File: config.mk
export PLATFORM = sky130hd
export DESIGN_NAME = earliest_deadline_timer_table_core
export DESIGN_NICKNAME = d
export VERILOG_FILES = /design/src/hdl/edtt_pkg.sv /design/src/hdl/earliest_deadline_timer_table_core.sv /design/src/hdl/edtt_slot_mem.sv
export SDC_FILE = /design/constraint.sdc
export NUM_CORES = 2
export LEC_CHECK = 0
export ABC_AREA = 1
export BUFFER_PORTS_ARGS = -buffer_cell sky130_fd_sc_hd__buf_2
export CAP_MARGIN = 10
export CORE_MARGIN = 3
export CORE_UTILIZATION = 65
export CTS_BUF_LIST = sky130_fd_sc_hd__clkbuf_16
export DETAILED_ROUTE_END_ITERATION = 10
export HOLD_SLACK_MARGIN = 0.06
export PLACE_DENSITY = 0.86
export SLEW_MARGIN = 20
export SYNTH_ARGS = -nofsm -noshare
export SYNTH_HDL_FRONTEND = slang
export SYNTH_SLANG_ARGS = --single-unit
File: constraint.sdc
create_clock -name clk -period 10.1 [get_ports clk]
set_clock_uncertainty 0.1 [all_clocks]
set_input_delay 2.02 -clock clk [delete_from_list [all_inputs] [get_ports clk]]
set_output_delay 2.02 -clock clk [all_outputs]
set_load 0.005 [all_outputs]
File: src/hdl/edtt_pkg.sv
`timescale 1ns / 1ps
// ----------------------------------------------------------------------------
// edtt_pkg
// types, codes and defaults shared by the earliest deadline timer table
// ----------------------------------------------------------------------------
package edtt_pkg;

	// fixed port field widths
	localparam int CMD_W    = 2;
	localparam int LINE_W   = 26;
	localparam int LAT_W    = 16;
	localparam int STATUS_W = 3;
	localparam int OCC_W    = 5;

	// parameter defaults
	localparam int ENTRIES_DEF      = 16;
	localparam int LINE_BITS_DEF    = 26;
	localparam int TIME_BITS_DEF    = 48;
	localparam int LATENCY_BITS_DEF = 16;

	typedef enum logic [CMD_W-1:0] {
		CMD_TICK   = 2'd0,
		CMD_ARM    = 2'd1,
		CMD_DISARM = 2'd2
	} edtt_cmd_e;

	typedef enum logic [STATUS_W-1:0] {
		STS_OK      = 3'd0,
		STS_DUP     = 3'd1,
		STS_FULL    = 3'd2,
		STS_ZERO    = 3'd3,
		STS_MISSING = 3'd4
	} edtt_status_e;

	typedef enum logic [1:0] {
		ST_IDLE,
		ST_SCAN,
		ST_APPLY,
		ST_DUE
	} edtt_state_e;

	typedef struct packed {
		logic [CMD_W-1:0]  command;
		logic [LINE_W-1:0] line_num;
		logic [LAT_W-1:0]  latency;
	} in_item_t;

	typedef struct packed {
		logic                ready_res;
		logic [LINE_W-1:0]   ready_address;
		logic [STATUS_W-1:0] status;
		logic [OCC_W-1:0]    occupancy;
	} out_item_t;

	// slot store controls
	typedef struct packed {
		logic rd;   // registered read at rd_addr
		logic wr;   // write line and expiry, mark slot armed
		logic clr;  // mark slot free
	} edtt_mem_ctl_t;

endpackage

File: src/hdl/earliest_deadline_timer_table_core.sv
`timescale 1ns / 1ps
// ----------------------------------------------------------------------------
// earliest_deadline_timer_table_core
// table of armed line timers with a free-running tick counter; reports the
// earliest expiry after every item
// ----------------------------------------------------------------------------
// Each item goes from acceptance to the result register through an accept
// step, a walk over all slots through the slot store's single registered
// read port, a commit of the arm or disarm, and a test of the earliest
// expiry against the time counter. All expiry ordering goes through one shared
// less-than comparator. in_stall stays high from acceptance until the result
// is loaded; a new item may be taken while the previous result still waits
// behind out_stall. A tick adds one to the time counter (wrapping), an arm
// puts the line into the lowest free slot at now plus latency, a disarm frees
// the slot holding the line. Errors (zero latency, then duplicate line, then
// full table; disarm of a line not armed) leave the table unchanged. Expiries
// compare as plain unsigned values, ties go to the lowest slot, and
// ready_address shows the earliest line even while it is not yet due.
// ----------------------------------------------------------------------------
module earliest_deadline_timer_table_core #(
	parameter int ENTRIES      = edtt_pkg::ENTRIES_DEF,
	parameter int LINE_BITS    = edtt_pkg::LINE_BITS_DEF,
	parameter int TIME_BITS    = edtt_pkg::TIME_BITS_DEF,
	parameter int LATENCY_BITS = edtt_pkg::LATENCY_BITS_DEF
) (
	input  logic                clk,
	input  logic                arst_n,
	input  logic                in_valid,
	output logic                in_stall,
	input  edtt_pkg::in_item_t  in_data,
	output logic                out_valid,
	input  logic                out_stall,
	output edtt_pkg::out_item_t out_data
);
	import edtt_pkg::*;

	localparam int IDX_W  = (ENTRIES > 1) ? $clog2(ENTRIES) : 1;
	localparam int SCAN_W = $clog2(ENTRIES + 1);
	localparam int CNT_W  = SCAN_W;

	// sequencer
	edtt_state_e state_q, state_d;

	// item held for the whole walk
	logic [CMD_W-1:0]     cmd_q;
	logic [LINE_BITS-1:0] line_q;
	logic                 lat_zero_q;
	logic [TIME_BITS-1:0] new_exp_q;
	logic [TIME_BITS-1:0] now_q;

	// walk state
	logic [SCAN_W-1:0] scan_q;
	logic              pend_s1;
	logic [IDX_W-1:0]  slot_s1;
	logic              hit_q;
	logic [IDX_W-1:0]  hit_slot_q;
	logic              free_q;
	logic [IDX_W-1:0]  free_slot_q;
	logic [CNT_W-1:0]  cnt_q;
	logic              any_q;
	logic [TIME_BITS-1:0] best_exp_q;
	logic [LINE_BITS-1:0] best_line_q;
	logic [IDX_W-1:0]     best_slot_q;
	logic [STATUS_W-1:0]  status_q;

	// result register
	logic      out_valid_q;
	out_item_t out_q;

	// slot store port
	edtt_mem_ctl_t        mem_ctl;
	logic [IDX_W-1:0]     wr_addr;
	logic                 rd_vld;
	logic [LINE_BITS-1:0] rd_line;
	logic [TIME_BITS-1:0] rd_exp;

	// shared comparator
	logic [TIME_BITS-1:0] cmp_a, cmp_b;
	logic                 cmp_lt;

	logic                    accept;
	logic                    issue;
	logic                    load_out;
	logic [LATENCY_BITS-1:0] lat_in;
	logic                    hit_now;
	logic                    take;
	logic                    free_first;
	logic                    new_wins;
	logic                    arm_ok;
	logic                    dis_ok;
	edtt_status_e            sts;

	assign lat_in = LATENCY_BITS'(in_data.latency);
	assign accept = in_valid && !in_stall;

	// ---- sequencer ----
	always_ff @(posedge clk or negedge arst_n) begin
		if (!arst_n) begin
			state_q <= ST_IDLE;
		end else begin
			state_q <= state_d;
		end
	end

	always_comb begin
		state_d  = state_q;
		in_stall = 1'b1;
		issue    = 1'b0;
		load_out = 1'b0;
		case (state_q)
			ST_IDLE: begin
				in_stall = 1'b0;
				if (in_valid) begin
					state_d = ST_SCAN;
				end
			end
			ST_SCAN: begin
				// reads go out for slots 0..ENTRIES-1, the last one lands here
				issue = (scan_q != SCAN_W'(ENTRIES));
				if (!issue) begin
					state_d = ST_APPLY;
				end
			end
			ST_APPLY: begin
				state_d = ST_DUE;
			end
			ST_DUE: begin
				// wait only if the previous result has not been taken yet
				if (!out_valid_q || !out_stall) begin
					load_out = 1'b1;
					state_d  = ST_IDLE;
				end
			end
			default: begin
				state_d = ST_IDLE;
			end
		endcase
	end

	// ---- shared less-than unit ----
	// free slot below the current best: the new entry also wins a tie,
	// so test best < new and invert
	assign free_first = (free_slot_q < best_slot_q);

	always_comb begin
		case (state_q)
			ST_APPLY: begin
				if (free_first) begin
					cmp_a = best_exp_q;
					cmp_b = new_exp_q;
				end else begin
					cmp_a = new_exp_q;
					cmp_b = best_exp_q;
				end
			end
			ST_DUE: begin
				cmp_a = now_q;
				cmp_b = best_exp_q;
			end
			default: begin
				cmp_a = rd_exp;
				cmp_b = best_exp_q;
			end
		endcase
	end

	assign cmp_lt = (cmp_a < cmp_b);

	// ---- per-slot decisions during the walk ----
	assign hit_now = rd_vld && (rd_line == line_q);
	// a disarmed line drops out of the minimum right away; lines are unique
	assign take    = rd_vld && !((cmd_q == CMD_DISARM) && hit_now) && (!any_q || cmp_lt);

	// ---- commit decisions ----
	assign new_wins = !any_q || (free_first ? !cmp_lt : cmp_lt);
	assign arm_ok   = (cmd_q == CMD_ARM) && !lat_zero_q && !hit_q && free_q;
	assign dis_ok   = (cmd_q == CMD_DISARM) && hit_q;

	always_comb begin
		case (cmd_q)
			CMD_ARM: begin
				if (lat_zero_q) begin
					sts = STS_ZERO;
				end else if (hit_q) begin
					sts = STS_DUP;
				end else if (!free_q) begin
					sts = STS_FULL;
				end else begin
					sts = STS_OK;
				end
			end
			CMD_DISARM: begin
				sts = hit_q ? STS_OK : STS_MISSING;
			end
			default: begin
				sts = STS_OK;
			end
		endcase
	end

	always_comb begin
		mem_ctl.rd  = issue;
		mem_ctl.wr  = (state_q == ST_APPLY) && arm_ok;
		mem_ctl.clr = (state_q == ST_APPLY) && dis_ok;
		wr_addr     = arm_ok ? free_slot_q : hit_slot_q;
	end

	edtt_slot_mem #(
		.ENTRIES   (ENTRIES),
		.LINE_BITS (LINE_BITS),
		.TIME_BITS (TIME_BITS),
		.IDX_W     (IDX_W)
	) u_slot_mem (
		.clk     (clk),
		.arst_n  (arst_n),
		.ctl     (mem_ctl),
		.rd_addr (scan_q[IDX_W-1:0]),
		.wr_addr (wr_addr),
		.wr_line (line_q),
		.wr_exp  (new_exp_q),
		.rd_vld  (rd_vld),
		.rd_line (rd_line),
		.rd_exp  (rd_exp)
	);

	// ---- control and counters ----
	always_ff @(posedge clk or negedge arst_n) begin
		if (!arst_n) begin
			now_q       <= '0;
			cmd_q       <= CMD_TICK;
			scan_q      <= '0;
			pend_s1     <= 1'b0;
			hit_q       <= 1'b0;
			free_q      <= 1'b0;
			cnt_q       <= '0;
			any_q       <= 1'b0;
			out_valid_q <= 1'b0;
		end else begin
			pend_s1 <= issue;
			if (accept) begin
				cmd_q  <= in_data.command;
				scan_q <= '0;
				hit_q  <= 1'b0;
				free_q <= 1'b0;
				cnt_q  <= '0;
				any_q  <= 1'b0;
				if (in_data.command == CMD_TICK) begin
					now_q <= now_q + TIME_BITS'(1);
				end
			end
			if (issue) begin
				scan_q <= scan_q + SCAN_W'(1);
			end
			if (pend_s1) begin
				if (hit_now) begin
					hit_q <= 1'b1;
				end
				if (!rd_vld) begin
					free_q <= 1'b1;
				end
				if (rd_vld) begin
					cnt_q <= cnt_q + CNT_W'(1);
				end
				if (take) begin
					any_q <= 1'b1;
				end
			end
			if (state_q == ST_APPLY) begin
				if (arm_ok) begin
					cnt_q <= cnt_q + CNT_W'(1);
					if (new_wins) begin
						any_q <= 1'b1;
					end
				end else if (dis_ok) begin
					cnt_q <= cnt_q - CNT_W'(1);
				end
			end
			if (load_out) begin
				out_valid_q <= 1'b1;
			end else if (!out_stall) begin
				out_valid_q <= 1'b0;
			end
		end
	end

	// ---- payload registers ----
	always_ff @(posedge clk) begin
		if (accept) begin
			line_q     <= LINE_BITS'(in_data.line_num);
			lat_zero_q <= (lat_in == '0);
			new_exp_q  <= TIME_BITS'(now_q + TIME_BITS'(lat_in));
		end
		if (issue) begin
			slot_s1 <= scan_q[IDX_W-1:0];
		end
		if (pend_s1) begin
			if (hit_now) begin
				hit_slot_q <= slot_s1;
			end
			// first empty slot seen is the lowest one
			if (!rd_vld && !free_q) begin
				free_slot_q <= slot_s1;
			end
			if (take) begin
				best_exp_q  <= rd_exp;
				best_line_q <= rd_line;
				best_slot_q <= slot_s1;
			end
		end
		if (state_q == ST_APPLY) begin
			status_q <= sts;
			if (arm_ok && new_wins) begin
				best_exp_q  <= new_exp_q;
				best_line_q <= line_q;
				best_slot_q <= free_slot_q;
			end
		end
		if (load_out) begin
			out_q.ready_res     <= any_q && !cmp_lt;
			out_q.ready_address <= any_q ? LINE_W'(best_line_q) : '0;
			out_q.status        <= status_q;
			out_q.occupancy     <= OCC_W'(cnt_q);
		end
	end

	assign out_valid = out_valid_q;
	assign out_data  = out_q;

endmodule

File: src/hdl/edtt_slot_mem.sv
`timescale 1ns / 1ps
// ----------------------------------------------------------------------------
// edtt_slot_mem
// slot store: line and expiry memory with registered read, armed bits in flops
// ----------------------------------------------------------------------------
module edtt_slot_mem #(
	parameter int ENTRIES   = edtt_pkg::ENTRIES_DEF,
	parameter int LINE_BITS = edtt_pkg::LINE_BITS_DEF,
	parameter int TIME_BITS = edtt_pkg::TIME_BITS_DEF,
	parameter int IDX_W     = (ENTRIES > 1) ? $clog2(ENTRIES) : 1
) (
	input  logic                   clk,
	input  logic                   arst_n,
	input  edtt_pkg::edtt_mem_ctl_t ctl,
	input  logic [IDX_W-1:0]       rd_addr,
	input  logic [IDX_W-1:0]       wr_addr,
	input  logic [LINE_BITS-1:0]   wr_line,
	input  logic [TIME_BITS-1:0]   wr_exp,
	output logic                   rd_vld,
	output logic [LINE_BITS-1:0]   rd_line,
	output logic [TIME_BITS-1:0]   rd_exp
);
	import edtt_pkg::*;

	logic [LINE_BITS-1:0] line_mem [ENTRIES];
	logic [TIME_BITS-1:0] exp_mem  [ENTRIES];
	logic [ENTRIES-1:0]   armed_q;
	logic                 rd_vld_q;
	logic [LINE_BITS-1:0] rd_line_q;
	logic [TIME_BITS-1:0] rd_exp_q;

	always_ff @(posedge clk) begin
		if (ctl.wr) begin
			line_mem[wr_addr] <= wr_line;
			exp_mem[wr_addr]  <= wr_exp;
		end
	end

	always_ff @(posedge clk) begin
		if (ctl.rd) begin
			rd_line_q <= line_mem[rd_addr];
			rd_exp_q  <= exp_mem[rd_addr];
		end
	end

	always_ff @(posedge clk or negedge arst_n) begin
		if (!arst_n) begin
			armed_q  <= '0;
			rd_vld_q <= 1'b0;
		end else begin
			if (ctl.wr) begin
				armed_q[wr_addr] <= 1'b1;
			end else if (ctl.clr) begin
				armed_q[wr_addr] <= 1'b0;
			end
			if (ctl.rd) begin
				rd_vld_q <= armed_q[rd_addr];
			end
		end
	end

	assign rd_vld  = rd_vld_q;
	assign rd_line = rd_line_q;
	assign rd_exp  = rd_exp_q;

endmodule

==> impl_metrics.py <==
metrics = {
    "logic_synthesis": {
        "netlist-cell-type-count": 56,
        "syn_nets": 5509,
        "yosys.area.top_type": "edfxtp_1",
        "synthFlopType": "edfxtp_1",
        "yosys-top-cells-area": "edfxtp_1 (65%), o21ai_0 (5.7%), nor2_1 (4.4%)",
        "ys_async_sr_fraction": 0.0544,
        "ys_ff_latch": 1545,
        "yosysSeqAreaShare": 0.703,
        "synth_area_mm2": 0.0642,
        "yosysTopAreaCellShare": 0.646,
        "synth.yosys.warnings": 0,
        "synth_edf_count": 1383,
        "avgSynthCellArea_um2": 11.9,
        "synth_cells": 5382,
    },
    "setup_path": {
        "worst-path-max-fanout": 79,
        "arrival_ns": 6.75,
        "cp.required_ns": 10.62,
        "rrSetupSlack_ns": 3.87,
        "crit_path_end_kind": "register",
        "critical_path_class": "reg2reg",
        "worstSetupStartpointType": "register",
    },
    "worst_hold_path": {
        "min_path_type": "reg2reg",
    },
    "global_route": {
        "groute.usage.overall": 0.342,
        "grt-ovfl-total": 0,
        "grt_max_degree": 221,
        "grt_pass1_vias": 44700,
        "grt_pass1_wl_um": 266000,
        "antenna_found_initial": 0,
    },
    "cts": {
        "tritoncts": "done",
        "cts.root.buffer_cell": "clkbuf_16",
        "ctsLongestPathBuffers": 3,
        "post_cts_resized": 0,
        "path_clk_slew_ns": 0.06,
        "cts-htree-levels": 4,
        "cts_hold_buf": 0,
        "cts-buffers-inserted": 150,
        "cts.sinks": 1545,
        "clk_latency_ns": 0.76,
        "cts_setup_buffers": 0,
    },
    "route": {
        "wl_um": 178000,
        "drt-pass1-iter-count": 8,
        "wl_per_cell_um": 26.3,
        "antenna_left": 0,
        "route.detailed.drc": 0,
        "viasPerCell": 6.85,
        "via_count": 46300,
        "drtIter0Drc": 8068,
    },
    "floorplan": {
        "start_util": 0.660,
        "core_area_mm2": 0.0973,
        "dieArea_mm2": 0.103,
        "dieWidth_um": 320,
        "die_y_um": 320,
        "top_level_ports": 85,
        "rows": 114,
    },
    "place": {
        "dp_hpwl_um": 95100,
        "pre_cts_slack_ns": 4.20,
        "dpl.cell_count": 6483,
        "gp_congestion": 1.00,
        "portBuffers": 84,
    },
    "timing": {
        "setup-tns-final_ns": 0,
        "drv_slew": 0,
        "rsz0062_at_grt": "no",
        "whs_ns": 0.341,
        "finalSetupViolCount": 0,
        "finalCriticalPeriod_ns": 6.23,
        "period_share": 0.617,
        "tightest_slew_ns": 1.19,
        "final_hold_viol_count": 0,
        "fmax_mhz": 161,
        "setup_slack_ns": 3.87,
        "slew_headroom": 0.204,
    },
    "finish": {
        "layout-drive-gt1-share": 0.0793,
        "layout_common_cells": "edfxtp_1 (1383), nor2_1 (733), o21ai_0 (729), nand2_1 (694), nand3_1 (299)",
        "areaGrowthSynthToFinish_pct": 9.78,
        "diodes": 0,
        "fill_cells": 5805,
        "final_cell_count_no_fill": 6761,
        "utilization": 0.725,
        "final_common_cell": "edfxtp_1",
        "nets": 5486,
    },
    "status": {
        "outcome": "completed",
    },
    "power_and_ir_drop": {
        "leakage_nw": 25.1,
        "power.density_mw_per_mm2": 290,
        "ir_drop_v": 0.000324,
    },
    "flow_run": {
        "cap_violations": 0,
    },
}
==> flip-flops by register name, summed over array words and instances (netlist names), 3 cells and up, named ones only <==
register             count
u_slot_mem.rd_line      26
status_q                 3
hit_slot_q               4
now_q                   48
u_slot_mem.exp_mem     768
best_exp_q              48
best_slot_q              4
scan_q                   5
free_slot_q              4
u_slot_mem.line_mem    416
best_line_q             26
new_exp_q               48
slot_s1                  4
u_slot_mem.rd_exp       48
cnt_q                    5
line_q                  26
out_data                35
==> cell type report <==
class	instances	area [um2]	share of cell area
Sequential cell	1545	45200	0.641
Multi-Input combinational cell	3304	17200	0.244
Clock buffer	152	3800	0.0539
Tap cell	1276	1600	0.0226
Timing Repair Buffer	161	1030	0.0147
Clock inverter	126	941	0.0133
Inverter	197	759	0.0108
==> power by group <==
part | switching (mW) | internal, mW
clock | 2.40 | 2.99
combinational | 4.64 | 1.86
sequential | 0.732 | 7.86
==> worst max-delay path, stage by stage, from the launching register on <==
cell       delay, ns
edfxtp_1        0.42
ha_1            0.35
a21oi_2         0.30
nand2_4         0.34
clkinv_1        0.11
buf_4           0.48
nor2_1          0.09
o21ai_0         0.26
ha_1            0.29
nand2_1         0.07
inv_1           0.06
nand2_1         0.06
a31oi_1         0.07
a2111oi_0       0.29
nand2_1         0.22
nand2_1         0.12
nand3_1         0.11
nand3_4         0.12
buf_4           0.82
nand2_4         0.89
nand2_1         0.31
nand2_1         0.07
==> per-stage QoR <==
step / instance area, um2 / power (mW)
after floorplan: 64200 / 12.7
after global placement: 65800 / 14.6
after detailed placement: 65800 / 14.8
after CTS: 70500 / 20.2
after global routing: 70500 / 21.3
final: 70500 / 20.5
==> routing by layer <==
metal  GRT usage  up-vias  wire length [um]
met1       0.453    21900             60200
met3      0.0671      797             24200
li1            -    19500                 -
met2       0.538     4107             82300
met4       0.193        0             11100
met5           0        -                 0
==> synthesized netlist by cell type (3+ instances only) <==
cell type and instances:
edfxtp_1 1383, nor2_1 753, o21ai_0 729, nand2_1 694, nand3_1 299, clkbuf_1 286, o22ai_1 203, inv_1 186
o221ai_1 111, a21oi_1 100, dfrtp_1 84, xor2_1 82, dfxtp_1 78, ha_1 78, o211ai_1 57, nor3_1 29
a22oi_1 25, buf_2 24, mux2i_1 24, xnor2_1 23, buf_1 20, nand4_1 16, nor4_1 16, inv_2 7
nand2_2 7, nor3_2 7, o21ai_1 7, nand3_2 5, a211oi_1 4, buf_4 4, clkinv_1 4, o2111ai_1 4
a31oi_1 3
==> kinds of logic after synthesis <==
family | count (synthesis) | synth area share
simple gates | 1840 | 0.118
flops | 1545 | 0.703
compound gates | 1256 | 0.113
buf+inv | 533 | 0.0321
xor+xnor | 105 | 0.0143
fa+ha+maj | 79 | 0.0155
mux | 24 | 0.00374
==> final timing paths <==
kind                                          start                     to  cells past startpoint
hold reg to reg               status_q[2]$_DFFE_PP_  out_data[7]$_DFFE_PP_                      0
max in group asynchronous                    arst_n  now_q[14]$_DFFE_PN0P_                      2
setup / recovery           free_slot_q[3]$_DFFE_PP_  best_exp_q[6]$_DFF_P_                     21
hold / removal                status_q[2]$_DFFE_PP_  out_data[7]$_DFFE_PP_                      0
setup reg to reg           free_slot_q[3]$_DFFE_PP_  best_exp_q[6]$_DFF_P_                     21
min in group asynchronous                    arst_n   cmd_q[1]$_DFFE_PN0P_                      1
No activity file was read; power rests on OpenSTA's default activity.
